<file path="src/msw_pkg.sv">
// shared types, codes and helpers for the multi-slot watchdog
`timescale 1ns / 1ps

package msw_pkg;

   // deactivate must present this code or the trip latch is set
   localparam logic [31:0] DISABLE_CODE = 32'h2840_1852;
   localparam logic [31:0] HANDLE_TOP   = 32'h8000_0000;
   localparam logic [7:0]  ID_MASK      = 8'hff;

   // operation codes carried by each request
   typedef logic [2:0] mode_type;
   localparam mode_type MODE_REGISTER   = 3'd0;
   localparam mode_type MODE_ACTIVATE   = 3'd1;
   localparam mode_type MODE_SERVICE    = 3'd2;
   localparam mode_type MODE_DEACTIVATE = 3'd3;
   localparam mode_type MODE_TICK       = 3'd4;
   localparam mode_type MODE_CHECK      = 3'd5;

   // response status codes
   typedef logic [1:0] status_type;
   localparam status_type STATUS_OK         = 2'd0;
   localparam status_type STATUS_NO_FREE    = 2'd1;
   localparam status_type STATUS_BAD_HANDLE = 2'd2;

   // controller states
   typedef enum logic [2:0] {
      ST_IDLE,
      ST_EXEC,
      ST_ADD,
      ST_SCAN,
      ST_DRAIN,
      ST_DONE
   } state_type;

   // commands from controller to datapath
   typedef struct packed {
      logic       capture;
      logic       reg_slot;
      logic       update_dl;
      logic       set_enable;
      logic       deactivate;
      logic       tick;
      logic       scan_start;
      logic       scan_step;
      logic       set_status;
      status_type status;
      logic       load_rsp;
   } cmd_type;

   // status from datapath to controller
   typedef struct packed {
      mode_type mode;
      logic     handle_ok;
      logic     slots_full;
      logic     scan_last;
      logic     rsp_busy;
   } sts_type;

   // handle for a slot id: top byte 0x80 | id, next ~id, low byte id
   function automatic logic [31:0] encode_handle(input logic [7:0] id);
      logic [7:0] top;
      top = HANDLE_TOP[31:24] | id;
      return {top, (~id) & ID_MASK, 8'h00, id};
   endfunction

endpackage

</file>
<file path="src/msw_if.sv">
// request and response channel interfaces of the multi-slot watchdog
`timescale 1ns / 1ps

interface msw_req_if;
   logic        valid;
   logic        ready;
   logic [2:0]  mode;
   logic [31:0] handle;
   logic [31:0] lifetime;
   logic [31:0] disable_code;

   modport source (output valid, mode, handle, lifetime, disable_code, input ready);
   modport sink   (input valid, mode, handle, lifetime, disable_code, output ready);
endinterface

interface msw_rsp_if;
   logic        valid;
   logic        ready;
   logic [1:0]  status;
   logic [31:0] new_handle;
   logic        tripped;
   logic        kick;

   modport source (output valid, status, new_handle, tripped, kick, input ready);
   modport sink   (input valid, status, new_handle, tripped, kick, output ready);
endinterface

</file>
<file path="src/multi_slot_watchdog_top.sv">
// Multi-slot watchdog top level.
// Requests arrive on req_chan (valid/ready) carrying mode, handle, lifetime
// and disable_code; each request yields exactly one response on rsp_chan
// with status, new_handle, tripped and kick. A transfer happens when valid
// and ready are both high at a rising clock edge.
// Requests are handled one at a time: a request passes through the
// idle, execute and done steps from transfer to the next ready; activate
// and service add an add step for the lifetime read and deadline add;
// check adds scan steps and a drain step, as the deadline store is
// scanned one slot per cycle through its read port. The done step loads
// the response into the output register.
// The output register lets the next request be taken while a response
// still waits; when the receiver stalls and the register is still full,
// the next request holds in its done step until the response is taken.
// Synchronous reset clears the enable bits, free-slot pointer, time,
// trip latch and the channel valid; lifetime and deadline stores are not
// cleared and need no clearing pass.
`timescale 1ns / 1ps

module multi_slot_watchdog_top
   import msw_pkg::*;
#(
   parameter int SLOT_COUNT = 16
)
(
   input logic      clock,
   input logic      reset,
   msw_req_if.sink  req_chan,
   msw_rsp_if.source rsp_chan
);

   cmd_type cmd;
   sts_type sts;

   // sequencing
   msw_ctrl u_ctrl (
      .clock     (clock),
      .reset     (reset),
      .req_valid (req_chan.valid),
      .req_ready (req_chan.ready),
      .sts       (sts),
      .cmd       (cmd)
   );

   // slot stores and response register
   msw_datapath #(
      .SLOT_COUNT (SLOT_COUNT)
   ) u_datapath (
      .clock            (clock),
      .reset            (reset),
      .req_mode         (req_chan.mode),
      .req_handle       (req_chan.handle),
      .req_lifetime     (req_chan.lifetime),
      .req_disable_code (req_chan.disable_code),
      .cmd              (cmd),
      .sts              (sts),
      .rsp_valid        (rsp_chan.valid),
      .rsp_ready        (rsp_chan.ready),
      .rsp_status       (rsp_chan.status),
      .rsp_new_handle   (rsp_chan.new_handle),
      .rsp_tripped      (rsp_chan.tripped),
      .rsp_kick         (rsp_chan.kick)
   );

endmodule

</file>
<file path="src/msw_ctrl.sv">
// controller state machine: sequences one request through the datapath
`timescale 1ns / 1ps

module msw_ctrl
   import msw_pkg::*;
(
   input  logic    clock,
   input  logic    reset,
   input  logic    req_valid,
   output logic    req_ready,
   input  sts_type sts,
   output cmd_type cmd
);

   state_type state_ff;
   state_type state_in;

   // state register
   always_ff @(posedge clock) begin
      if (reset) begin
         state_ff <= ST_IDLE;
      end else begin
         state_ff <= state_in;
      end
   end

   // next state and commands
   always_comb begin
      state_in  = state_ff;
      cmd       = '0;
      cmd.status = STATUS_OK;
      req_ready = 1'b0;
      case (state_ff)
         ST_IDLE: begin
            req_ready = 1'b1;
            if (req_valid) begin
               cmd.capture = 1'b1;
               state_in    = ST_EXEC;
            end
         end
         ST_EXEC: begin
            cmd.set_status = 1'b1;
            state_in       = ST_DONE;
            case (sts.mode)
               MODE_REGISTER: begin
                  cmd.status   = sts.slots_full ? STATUS_NO_FREE : STATUS_OK;
                  cmd.reg_slot = !sts.slots_full;
               end
               MODE_ACTIVATE, MODE_SERVICE: begin
                  cmd.status = sts.handle_ok ? STATUS_OK : STATUS_BAD_HANDLE;
                  if (sts.handle_ok) begin
                     state_in = ST_ADD;
                  end
               end
               MODE_DEACTIVATE: begin
                  cmd.status     = sts.handle_ok ? STATUS_OK : STATUS_BAD_HANDLE;
                  cmd.deactivate = sts.handle_ok;
               end
               MODE_TICK: begin
                  cmd.tick = 1'b1;
               end
               MODE_CHECK: begin
                  cmd.scan_start = 1'b1;
                  state_in       = ST_SCAN;
               end
               default: begin
                  cmd.status = STATUS_OK;
               end
            endcase
         end
         ST_ADD: begin
            cmd.update_dl  = 1'b1;
            cmd.set_enable = (sts.mode == MODE_ACTIVATE);
            state_in       = ST_DONE;
         end
         ST_SCAN: begin
            cmd.scan_step = 1'b1;
            if (sts.scan_last) begin
               state_in = ST_DRAIN;
            end
         end
         ST_DRAIN: begin
            state_in = ST_DONE;
         end
         ST_DONE: begin
            if (!sts.rsp_busy) begin
               cmd.load_rsp = 1'b1;
               state_in     = ST_IDLE;
            end
         end
         default: begin
            state_in = ST_IDLE;
         end
      endcase
   end

   // a transfer is only taken from the idle state
   assert property (@(posedge clock) disable iff (reset)
      (req_valid && req_ready) |=> (state_ff == ST_EXEC))
      else $error("accepted request did not move to execute");

   // the scan ends with a drain step for the last comparison
   assert property (@(posedge clock) disable iff (reset)
      (state_ff == ST_SCAN && sts.scan_last) |=> (state_ff == ST_DRAIN))
      else $error("scan did not drain after the last slot");

endmodule

</file>
<file path="src/msw_datapath.sv">
// datapath: slot stores, time counter, trip latch and response register
`timescale 1ns / 1ps

module msw_datapath
   import msw_pkg::*;
#(
   parameter int SLOT_COUNT = 16
)
(
   input  logic        clock,
   input  logic        reset,
   input  logic [2:0]  req_mode,
   input  logic [31:0] req_handle,
   input  logic [31:0] req_lifetime,
   input  logic [31:0] req_disable_code,
   input  cmd_type     cmd,
   output sts_type     sts,
   output logic        rsp_valid,
   input  logic        rsp_ready,
   output logic [1:0]  rsp_status,
   output logic [31:0] rsp_new_handle,
   output logic        rsp_tripped,
   output logic        rsp_kick
);

   localparam int ID_W  = (SLOT_COUNT > 1) ? $clog2(SLOT_COUNT) : 1;
   localparam int CNT_W = $clog2(SLOT_COUNT + 1);

   // captured request
   mode_type    mode_ff;
   logic [31:0] handle_ff;
   logic [31:0] lifetime_ff;
   logic [31:0] code_ff;

   // slot state
   logic [SLOT_COUNT-1:0] enabled_ff;
   logic [31:0]           life_mem [SLOT_COUNT];
   logic [63:0]           dl_mem   [SLOT_COUNT];
   logic [31:0]           life_rd_ff;
   logic [63:0]           dl_rd_ff;
   logic [CNT_W-1:0]      next_free_ff;
   logic [63:0]           now_ff;
   logic                  trip_ff;

   // scan pipeline
   logic [CNT_W-1:0] scan_cnt_ff;
   logic             cmp_valid_ff;
   logic             cmp_en_ff;

   // response register
   logic        rsp_valid_ff;
   status_type  status_ff;
   logic [31:0] new_handle_ff;
   status_type  rsp_status_ff;
   logic [31:0] rsp_handle_ff;
   logic        rsp_tripped_ff;
   logic        rsp_kick_ff;

   logic [7:0]      hid;
   logic            handle_ok;
   logic [ID_W-1:0] slot_idx;
   logic [ID_W-1:0] reg_idx;
   logic [ID_W-1:0] scan_idx;
   logic            slots_full;
   logic [63:0]     deadline_in;
   logic            late;

   function automatic logic [7:0] req_handle_id(input logic [31:0] h);
      return h[7:0] & ID_MASK;
   endfunction

   // handle decode
   assign hid       = req_handle_id(handle_ff);
   assign handle_ok = (handle_ff == encode_handle(hid)) && ({24'd0, hid} < 32'(SLOT_COUNT));
   assign slot_idx  = handle_ff[ID_W-1:0];
   assign reg_idx   = next_free_ff[ID_W-1:0];
   assign scan_idx  = scan_cnt_ff[ID_W-1:0];
   assign slots_full = (next_free_ff >= CNT_W'(SLOT_COUNT));

   // status towards the controller
   assign sts.mode       = mode_ff;
   assign sts.handle_ok  = handle_ok;
   assign sts.slots_full = slots_full;
   assign sts.scan_last  = (scan_cnt_ff == CNT_W'(SLOT_COUNT - 1));
   assign sts.rsp_busy   = rsp_valid_ff && !rsp_ready;

   // request capture
   always_ff @(posedge clock) begin
      if (cmd.capture) begin
         mode_ff     <= req_mode;
         handle_ff   <= req_handle;
         lifetime_ff <= req_lifetime;
         code_ff     <= req_disable_code;
      end
   end

   // lifetime store, read at the handle's slot
   always_ff @(posedge clock) begin
      if (cmd.reg_slot) begin
         life_mem[reg_idx] <= lifetime_ff;
      end
      life_rd_ff <= life_mem[slot_idx];
   end

   // deadline store, read at the scan position
   assign deadline_in = now_ff + {32'd0, life_rd_ff};

   always_ff @(posedge clock) begin
      if (cmd.update_dl) begin
         dl_mem[slot_idx] <= deadline_in;
      end
      dl_rd_ff <= dl_mem[scan_idx];
   end

   // enable bits, free pointer, time and trip latch
   assign late = cmp_valid_ff && cmp_en_ff && (dl_rd_ff < now_ff);

   always_ff @(posedge clock) begin
      if (reset) begin
         enabled_ff   <= '0;
         next_free_ff <= '0;
         now_ff       <= '0;
         trip_ff      <= 1'b0;
      end else begin
         if (cmd.reg_slot) begin
            enabled_ff[reg_idx] <= 1'b0;
            next_free_ff        <= next_free_ff + CNT_W'(1);
         end
         if (cmd.update_dl && cmd.set_enable) begin
            enabled_ff[slot_idx] <= 1'b1;
         end
         if (cmd.deactivate) begin
            enabled_ff[slot_idx] <= 1'b0;
            if (code_ff != DISABLE_CODE) begin
               trip_ff <= 1'b1;
            end
         end
         if (cmd.tick) begin
            now_ff <= now_ff + 64'd1;
         end
         if (late) begin
            trip_ff <= 1'b1;
         end
      end
   end

   // scan counter and compare stage
   always_ff @(posedge clock) begin
      if (reset) begin
         scan_cnt_ff  <= '0;
         cmp_valid_ff <= 1'b0;
      end else begin
         cmp_valid_ff <= cmd.scan_step;
         if (cmd.scan_start) begin
            scan_cnt_ff <= '0;
         end else if (cmd.scan_step) begin
            scan_cnt_ff <= scan_cnt_ff + CNT_W'(1);
         end
      end
   end

   always_ff @(posedge clock) begin
      cmp_en_ff <= enabled_ff[scan_idx];
   end

   // result of the execute step
   always_ff @(posedge clock) begin
      if (cmd.set_status) begin
         status_ff     <= cmd.status;
         new_handle_ff <= cmd.reg_slot ? encode_handle(8'(next_free_ff)) : 32'd0;
      end
   end

   // response register
   always_ff @(posedge clock) begin
      if (reset) begin
         rsp_valid_ff <= 1'b0;
      end else if (cmd.load_rsp) begin
         rsp_valid_ff <= 1'b1;
      end else if (rsp_ready) begin
         rsp_valid_ff <= 1'b0;
      end
   end

   always_ff @(posedge clock) begin
      if (cmd.load_rsp) begin
         rsp_status_ff  <= status_ff;
         rsp_handle_ff  <= new_handle_ff;
         rsp_tripped_ff <= trip_ff;
         rsp_kick_ff    <= (mode_ff == MODE_CHECK) && !trip_ff;
      end
   end

   assign rsp_valid      = rsp_valid_ff;
   assign rsp_status     = rsp_status_ff;
   assign rsp_new_handle = rsp_handle_ff;
   assign rsp_tripped    = rsp_tripped_ff;
   assign rsp_kick       = rsp_kick_ff;

   // the trip latch only clears on reset
   assert property (@(posedge clock) disable iff (reset) trip_ff |=> trip_ff)
      else $error("trip latch cleared without reset");

   // the free pointer never runs past the slot count
   assert property (@(posedge clock) disable iff (reset)
      next_free_ff <= CNT_W'(SLOT_COUNT))
      else $error("free slot pointer overran");

   // a kick is never reported together with a trip
   assert property (@(posedge clock) disable iff (reset)
      rsp_valid_ff |-> !(rsp_kick_ff && rsp_tripped_ff))
      else $error("kick given while tripped");

endmodule
</file>
<file path="src/flat_wrapper.sv">
// flat-port wrapper written by rule: the top's interface ports become plain ports
module multi_slot_watchdog_top_flat import msw_pkg::*;
#(
   parameter int SLOT_COUNT = 16
)
  (clock, reset, req_chan_valid, req_chan_mode, req_chan_handle, req_chan_lifetime, req_chan_disable_code, req_chan_ready, rsp_chan_valid, rsp_chan_status, rsp_chan_new_handle, rsp_chan_tripped, rsp_chan_kick, rsp_chan_ready);
  msw_req_if req_chan_i ();
  msw_rsp_if rsp_chan_i ();
  input logic clock;
  input logic reset;
  input wire logic [$bits(req_chan_i.valid)-1:0] req_chan_valid;
  input wire logic [$bits(req_chan_i.mode)-1:0] req_chan_mode;
  input wire logic [$bits(req_chan_i.handle)-1:0] req_chan_handle;
  input wire logic [$bits(req_chan_i.lifetime)-1:0] req_chan_lifetime;
  input wire logic [$bits(req_chan_i.disable_code)-1:0] req_chan_disable_code;
  output wire logic [$bits(req_chan_i.ready)-1:0] req_chan_ready;
  output wire logic [$bits(rsp_chan_i.valid)-1:0] rsp_chan_valid;
  output wire logic [$bits(rsp_chan_i.status)-1:0] rsp_chan_status;
  output wire logic [$bits(rsp_chan_i.new_handle)-1:0] rsp_chan_new_handle;
  output wire logic [$bits(rsp_chan_i.tripped)-1:0] rsp_chan_tripped;
  output wire logic [$bits(rsp_chan_i.kick)-1:0] rsp_chan_kick;
  input wire logic [$bits(rsp_chan_i.ready)-1:0] rsp_chan_ready;
  assign req_chan_i.valid = req_chan_valid;
  assign req_chan_i.mode = req_chan_mode;
  assign req_chan_i.handle = req_chan_handle;
  assign req_chan_i.lifetime = req_chan_lifetime;
  assign req_chan_i.disable_code = req_chan_disable_code;
  assign req_chan_ready = req_chan_i.ready;
  assign rsp_chan_valid = rsp_chan_i.valid;
  assign rsp_chan_status = rsp_chan_i.status;
  assign rsp_chan_new_handle = rsp_chan_i.new_handle;
  assign rsp_chan_tripped = rsp_chan_i.tripped;
  assign rsp_chan_kick = rsp_chan_i.kick;
  assign rsp_chan_i.ready = rsp_chan_ready;
  multi_slot_watchdog_top #(.SLOT_COUNT(SLOT_COUNT)) u_core (.clock(clock), .reset(reset), .req_chan(req_chan_i), .rsp_chan(rsp_chan_i));
endmodule
</file>
<file path="config.mk">
export PLATFORM = sky130hd
export DESIGN_NAME = multi_slot_watchdog_top_flat
export DESIGN_NICKNAME = d
export VERILOG_FILES = /design/src/msw_pkg.sv /design/src/msw_if.sv /design/src/multi_slot_watchdog_top.sv /design/src/msw_ctrl.sv /design/src/msw_datapath.sv /design/src/flat_wrapper.sv
export SDC_FILE = /design/constraint.sdc
export NUM_CORES = 2
export LEC_CHECK = 0
export ABC_AREA = 1
export BUFFER_PORTS_ARGS = -buffer_cell sky130_fd_sc_hd__clkbuf_2
export CAP_MARGIN = 20
export CELL_PAD_IN_SITES_DETAIL_PLACEMENT = 2
export CELL_PAD_IN_SITES_GLOBAL_PLACEMENT = 2
export CORE_ASPECT_RATIO = 0.5
export CORE_MARGIN = 5
export CORE_UTILIZATION = 44
export CTS_CLUSTER_SIZE = 16
export DETAILED_ROUTE_END_ITERATION = 8
export GPL_TIMING_DRIVEN = 1
export PLACE_DENSITY_LB_ADDON = 0.1
export SLEW_MARGIN = 40
export SYNTH_ARGS = -nofsm -noshare
export SYNTH_HDL_FRONTEND = slang
export SYNTH_SLANG_ARGS = --single-unit
export TNS_END_PERCENT = 50
</file>
<file path="constraint.sdc">
create_clock -name clock -period 11.5 [get_ports clock]
set_clock_uncertainty 0.05 [all_clocks]
set_input_delay 1.725 -clock clock [delete_from_list [all_inputs] [get_ports clock]]
set_output_delay 1.725 -clock clock [all_outputs]
set_load 0.005 [all_outputs]
</file>
# --- Word-level counts from Yosys, hierarchy flattened ---
# Memories as Yosys holds them, arrays and structs flattened. A register that Yosys moved wholly into a read port is not among the register bits.
# Cells that the tools add are included.
# Widths: inputs -> output; s select.
op_classes:
  add_sub_neg: 4
  n_lt_le_gt_ge: 8
  eq_ne: 16
  mux: 44
  bitwise: 7
  reduce_logical: 22
op_table:
  columns: ["op", "count"]
  rows:
  - ["$mux 16", 5]
  - ["$add 64x1->64 const B", 1]
  - ["$add 64x32->64", 1]
  - ["$lt 64x64->1", 1]
  - ["$and 16x16->16", 2]
  - ["$mux 32", 1]
  - ["$ne 32x30->1 const B", 1]
  - ["$not 16->16", 2]
  - ["$eq 24x24->1", 1]
  - ["$mux 1", 24]
  - ["$mux 3", 6]
  - ["$or 16x16->16", 1]
  - ["$lt 4x5->1 const B", 3]
  - ["$pmux 3 s5", 1]
  - ["$eq 3x2->1 const B", 4]
  - ["$eq 3x3->1 const B", 4]
  - ["$add 5x1->5 const B", 2]
  - ["$demux 1 s4", 2]
  - ["$ge 4x1->1 const B", 2]
  - ["$logic_and 1x1->1", 8]
  - ["$lt 8x5->1 const B", 1]
  - ["$not 5->8", 1]
  - ["$not 8->8", 1]
  - ["$eq 3x1->1 const B", 2]
  - ["15 further kinds", 24]
totals:
  regBits: 266
  ramBits: 1536
  inputBits: 103
  output_inout_bits: 38
  elab_cells: 123
  mem_count: 2
memory_table:
  columns: ["memory", "depth", "width", "read_ports", "rd_clocked_by_memory_dff", "wr", "line", "source"]
  rows:
  - ["u_core.u_datapath.dl_mem", 16, 64, 1, 1, 1, "msw_datapath.sv:38", "logic [63:0] dl_mem [SLOT_COUNT];"]
  - ["u_core.u_datapath.life_mem", 16, 32, 1, 1, 1, "msw_datapath.sv:37", "logic [31:0] life_mem [SLOT_COUNT];"]

# --- Logic depth before layout (Yosys ltp) ---
depth:
  ltp_word: 13
  ltp_mapped: 15

# --- Hierarchy ---
# From an unflattened synthesis, not the netlist that was laid out.
hier_totals:
  hier_cells: 5601
  hier_area_um2: 74488.9
modules_own_cells:
  columns: ["mod", "instances", "cells_per_inst", "area_per_inst_um2"]
  rows:
  - ["msw_datapath", 1, 5541, 74169.9]
  - ["msw_ctrl", 1, 60, 319.1]

# --- Worst setup path before layout ---
# No wires, ideal clock.
synth_path:
  path_type: "input -> register"
  from: "in req_chan_valid"
  to: "reg u_core.u_datapath.code_ff[0] (enable)"
  setup_time_ns: 0.678
  arrival_time_ns: 8.434
  setup_slack_ns: 2.338
  cell_stages: 2
  n_path_buf: 0
  cell_sequence: "inv_1 > nor3_1"
synth_lines:
  columns: ["element", "line", "source"]
  rows:
  - ["start: declaration", "flat_wrapper.sv:11", "input wire logic [$bits(req_chan_i.valid)-1:0] req_chan_valid;"]
  - ["end signal: assignment", "msw_datapath.sv:93", "code_ff <= req_disable_code;"]
  - ["end: declaration", "msw_datapath.sv:33", "logic [31:0] code_ff;"]

# --- Worst setup path after layout ---
layout_path:
  from: "reg u_core.u_datapath.handle_ff[1]"
  to: "mem u_core.u_datapath.dl_mem[6][49] (enable)"
layout_lines:
  columns: ["element", "line", "source"]
  rows:
  - ["start: declaration", "msw_datapath.sv:31", "logic [31:0] handle_ff;"]
  - ["start signal: assignment", "msw_datapath.sv:91", "handle_ff <= req_handle;"]
  - ["end: declaration", "msw_datapath.sv:38", null]
# Straight into the memory's write port.

==> flow_metrics.tcl <==
set metrics [dict create \
    outcome "finished clean" \
    dp_cells 8115 \
    synthSimpleGateAreaFrac 0.104 \
    synth_seq_cells 1858 \
    met2_usage 0.516 \
    htreeDepth 4 \
    critical_path_class "register to register" \
    final_area_sq_um 83800 \
    gp_congestion 0.898 \
    cts-root-buf "clkbuf_16" \
    tns_ps 0 \
    layoutNonFillerInstCount 8431 \
    setup_slack_ps 7460 \
    clk_pin_slew_ps 70 \
    hold_viol 0 \
    grt_max_degree 185 \
    core-area_sq_um 168000 \
    cp.arrival_ps 4410 \
    synth_cell_types 55 \
    critPathLaunchType "register" \
    tightestPinTransition_ps 899 \
    gr-usage-met3 0.0543 \
    synthXorXnorAreaFrac 0.00740 \
    dieArea_sq_um 178000 \
    hp-class "register to register" \
    vias_per_cell 6.20 \
    synth_compound_area_frac 0.117 \
    period_needed_ps 4040 \
    syn_area_per_cell_sq_um 12.6 \
    yosysTopAreaCellShare 0.670 \
    grt_pass1_vias 56262 \
    leakage_uw 0.0280 \
    yosys-top-cells-count "1665 x edfxtp_1, 815 x nor2_1, 624 x nand2_1" \
    worstSetupStartpoint "u_core.u_datapath.handle_ff[1]$_DFFE_PP_" \
    start_util 0.445 \
    drt_iter0_markers 5454 \
    critPathRequiredTime_ps 11870 \
    dpl_cell_area_sq_um 78100 \
    finalSetupViolCount 0 \
    yosys-top-cells-area "edfxtp_1 67%, dfxtp_1 5.2%, nor2_1 4.1%" \
    worstSetupEndpointType "register" \
    power_uw 14100 \
    layout.nets 6233 \
    drtPass1Iterations 6 \
    drc 0 \
    ir_drop_uv 125 \
    synthMuxAreaShare 0 \
    die_y_microns 301 \
    clkSinkCount 1858 \
    yosysTopAreaCell "edfxtp_1" \
    maxCapViolCount 0 \
    synth_edf_count 1665 \
    synthesis.instances 5921 \
    cts_hold_buf 0 \
    yosys.area_share.adder 0.0174 \
    yosys_warnings 0 \
    ant_nets 0 \
    vias 52312 \
    antenna_found_initial 21 \
    drive_gt1_frac 0.0961 \
    postCtsSetupBuffers 0 \
    max-slew-margin-rel 0.401 \
    post_cts_resized 0 \
    grt_setup_unrepaired "false" \
    fmax_ghz 0.247 \
    wl_microns 280000 \
    groute.layer.met1.usage 0.421 \
    die_w_microns 592 \
    async_flop_share 0 \
    synth_top_family_by_area "compound AO/OA/AOI/OAI gates" \
    fin_crit_sh 0.351 \
    clock_path_buffers 4 \
    r2r_slack_ps 7460 \
    powerDensity_nw_per_um2 168 \
    hp-start "u_core.u_datapath.new_handle_ff[20]$_SDFFCE_PN0P_" \
    cp_max_fo 57 \
    hpwl_microns 168000 \
    grt_pass1_wl_microns 403000 \
    synth-main-ff-cell "edfxtp_1" \
    cts_tree "yes" \
    yosysSeqAreaShare 0.722 \
    io_pins 141 \
    r2r_start "u_core.u_datapath.handle_ff[1]$_DFFE_PP_" \
    synth_area_sq_um 74600 \
    placement.io_buffers 127 \
    maxSlewViolCount 0 \
    dp_slack_ps 7490 \
    synth_most_common_cell "edfxtp_1" \
    area_growth_pct 12.4 \
    grt.total_usage 0.308 \
    grt_overflow_total 0 \
    num_rows 106 \
    final.fill_count 16047 \
    cts_buffers 173 \
    wl_per_cell_microns 33.2 \
    grt-busiest-layer "met2" \
    clk_latency_ps 810 \
]
[metal layers]
| layer | up-vias | routed length [microns] |
|---|---|---|
| met5 | - | 16 |
| met3 | 449 | 20500 |
| met2 | 2057 | 136000 |
| met1 | 27881 | 117000 |
| li1 | 21921 | - |
| met4 | 4 | 6950 |
[per-stage QoR]
stage,utilization,hold WS [ps]
after floorplan,-,350
after global placement,0.464,358
after detailed placement,0.466,363
after CTS,0.498,377
after global routing,0.500,394
final,0.500,376
[cells by family after synthesis]
kind of cell,Yosys count
fa+ha+maj,103
other cells,1
compound gates,1467
simple gates,1837
xor+xnor,63
buf+inv,592
flops,1858
[power by group]
| group | switching, uW | internal (uW) |
|---|---|---|
| Combinational | 490 | 158 |
| Clock | 2630 | 3210 |
| Sequential | 92.9 | 7500 |
| Total | 3210 | 10900 |
[worst paths after layout]
check / to / depth (start not counted)
setup / recovery: u_core.u_datapath.dl_mem[6][49]$_DFFE_PP_ / 9
hold / removal: u_core.u_datapath.rsp_new_handle[20]$_DFFE_PP_ / 0
setup reg to reg: u_core.u_datapath.dl_mem[6][49]$_DFFE_PP_ / 9
hold reg to reg: u_core.u_datapath.rsp_new_handle[20]$_DFFE_PP_ / 0
[cells in the final DEF (no fill, tap or decap), drive strengths merged, types with 5 or more instances in the layout]
| cell | synthesis | routed |
|---|---|---|
| edfxtp | 1665 | 1665 |
| nor2 | 825 | 825 |
| nand2 | 629 | 629 |
| o21ai | 610 | 610 |
| clkbuf | 193 | 365 |
| a21oi | 280 | 280 |
| inv | 269 | 271 |
| a22oi | 258 | 258 |
| nand3 | 195 | 195 |
| dfxtp | 193 | 193 |
| o22ai | 157 | 157 |
| buf | 125 | 108 |
| ha | 102 | 102 |
| o221ai | 99 | 99 |
| nor3 | 60 | 60 |
| xor2 | 57 | 57 |
| clkinv | 5 | 54 |
| or2 | 34 | 34 |
| o211ai | 32 | 32 |
| or3 | 32 | 32 |
| nand4 | 30 | 30 |
| nor4 | 21 | 21 |
| conb | 1 | 14 |
| bufinv | 0 | 14 |
| o21a | 10 | 10 |
| xnor2 | 6 | 6 |
| diode | 0 | 5 |
| a31oi | 5 | 5 |
| o21bai | 5 | 5 |
[sequential cells by signal (all words and copies together) (netlist names), 16 cells and up]
signal / cells
u_core.u_datapath.dl_mem: 1024
u_core.u_datapath.now_ff: 64
u_core.u_datapath.handle_ff: 32
u_core.u_datapath.life_rd_ff: 32
u_core.u_datapath.lifetime_ff: 32
u_core.u_datapath.code_ff: 32
u_core.u_datapath.dl_rd_ff: 64
u_core.u_datapath.enabled_ff: 16
u_core.u_datapath.life_mem: 512
[area by class of cell]
cell class | count | area, sq um | share of cell area
Sequential cell | 1858 | 53900 | 0.643
Multi-Input combinational cell | 3484 | 18900 | 0.226
Clock buffer | 237 | 4740 | 0.0566
Tap cell | 2268 | 2840 | 0.0338
Timing Repair Buffer | 236 | 1680 | 0.0201
Inverter | 274 | 1050 | 0.0125
Clock inverter | 69 | 706 | 0.00842
Antenna cell | 5 | 12.5 | 0.000149
[worst max-delay path, stage by stage, from the launching register on]
cell and delay, ps:
edfxtp_1 650, inv_1 160, nor2_4 130, buf_4 620, inv_1 240, nor2_1 210
inv_1 110, nor2_4 80, buf_4 520, buf_4 770
(Power assumes the default switching activity.)
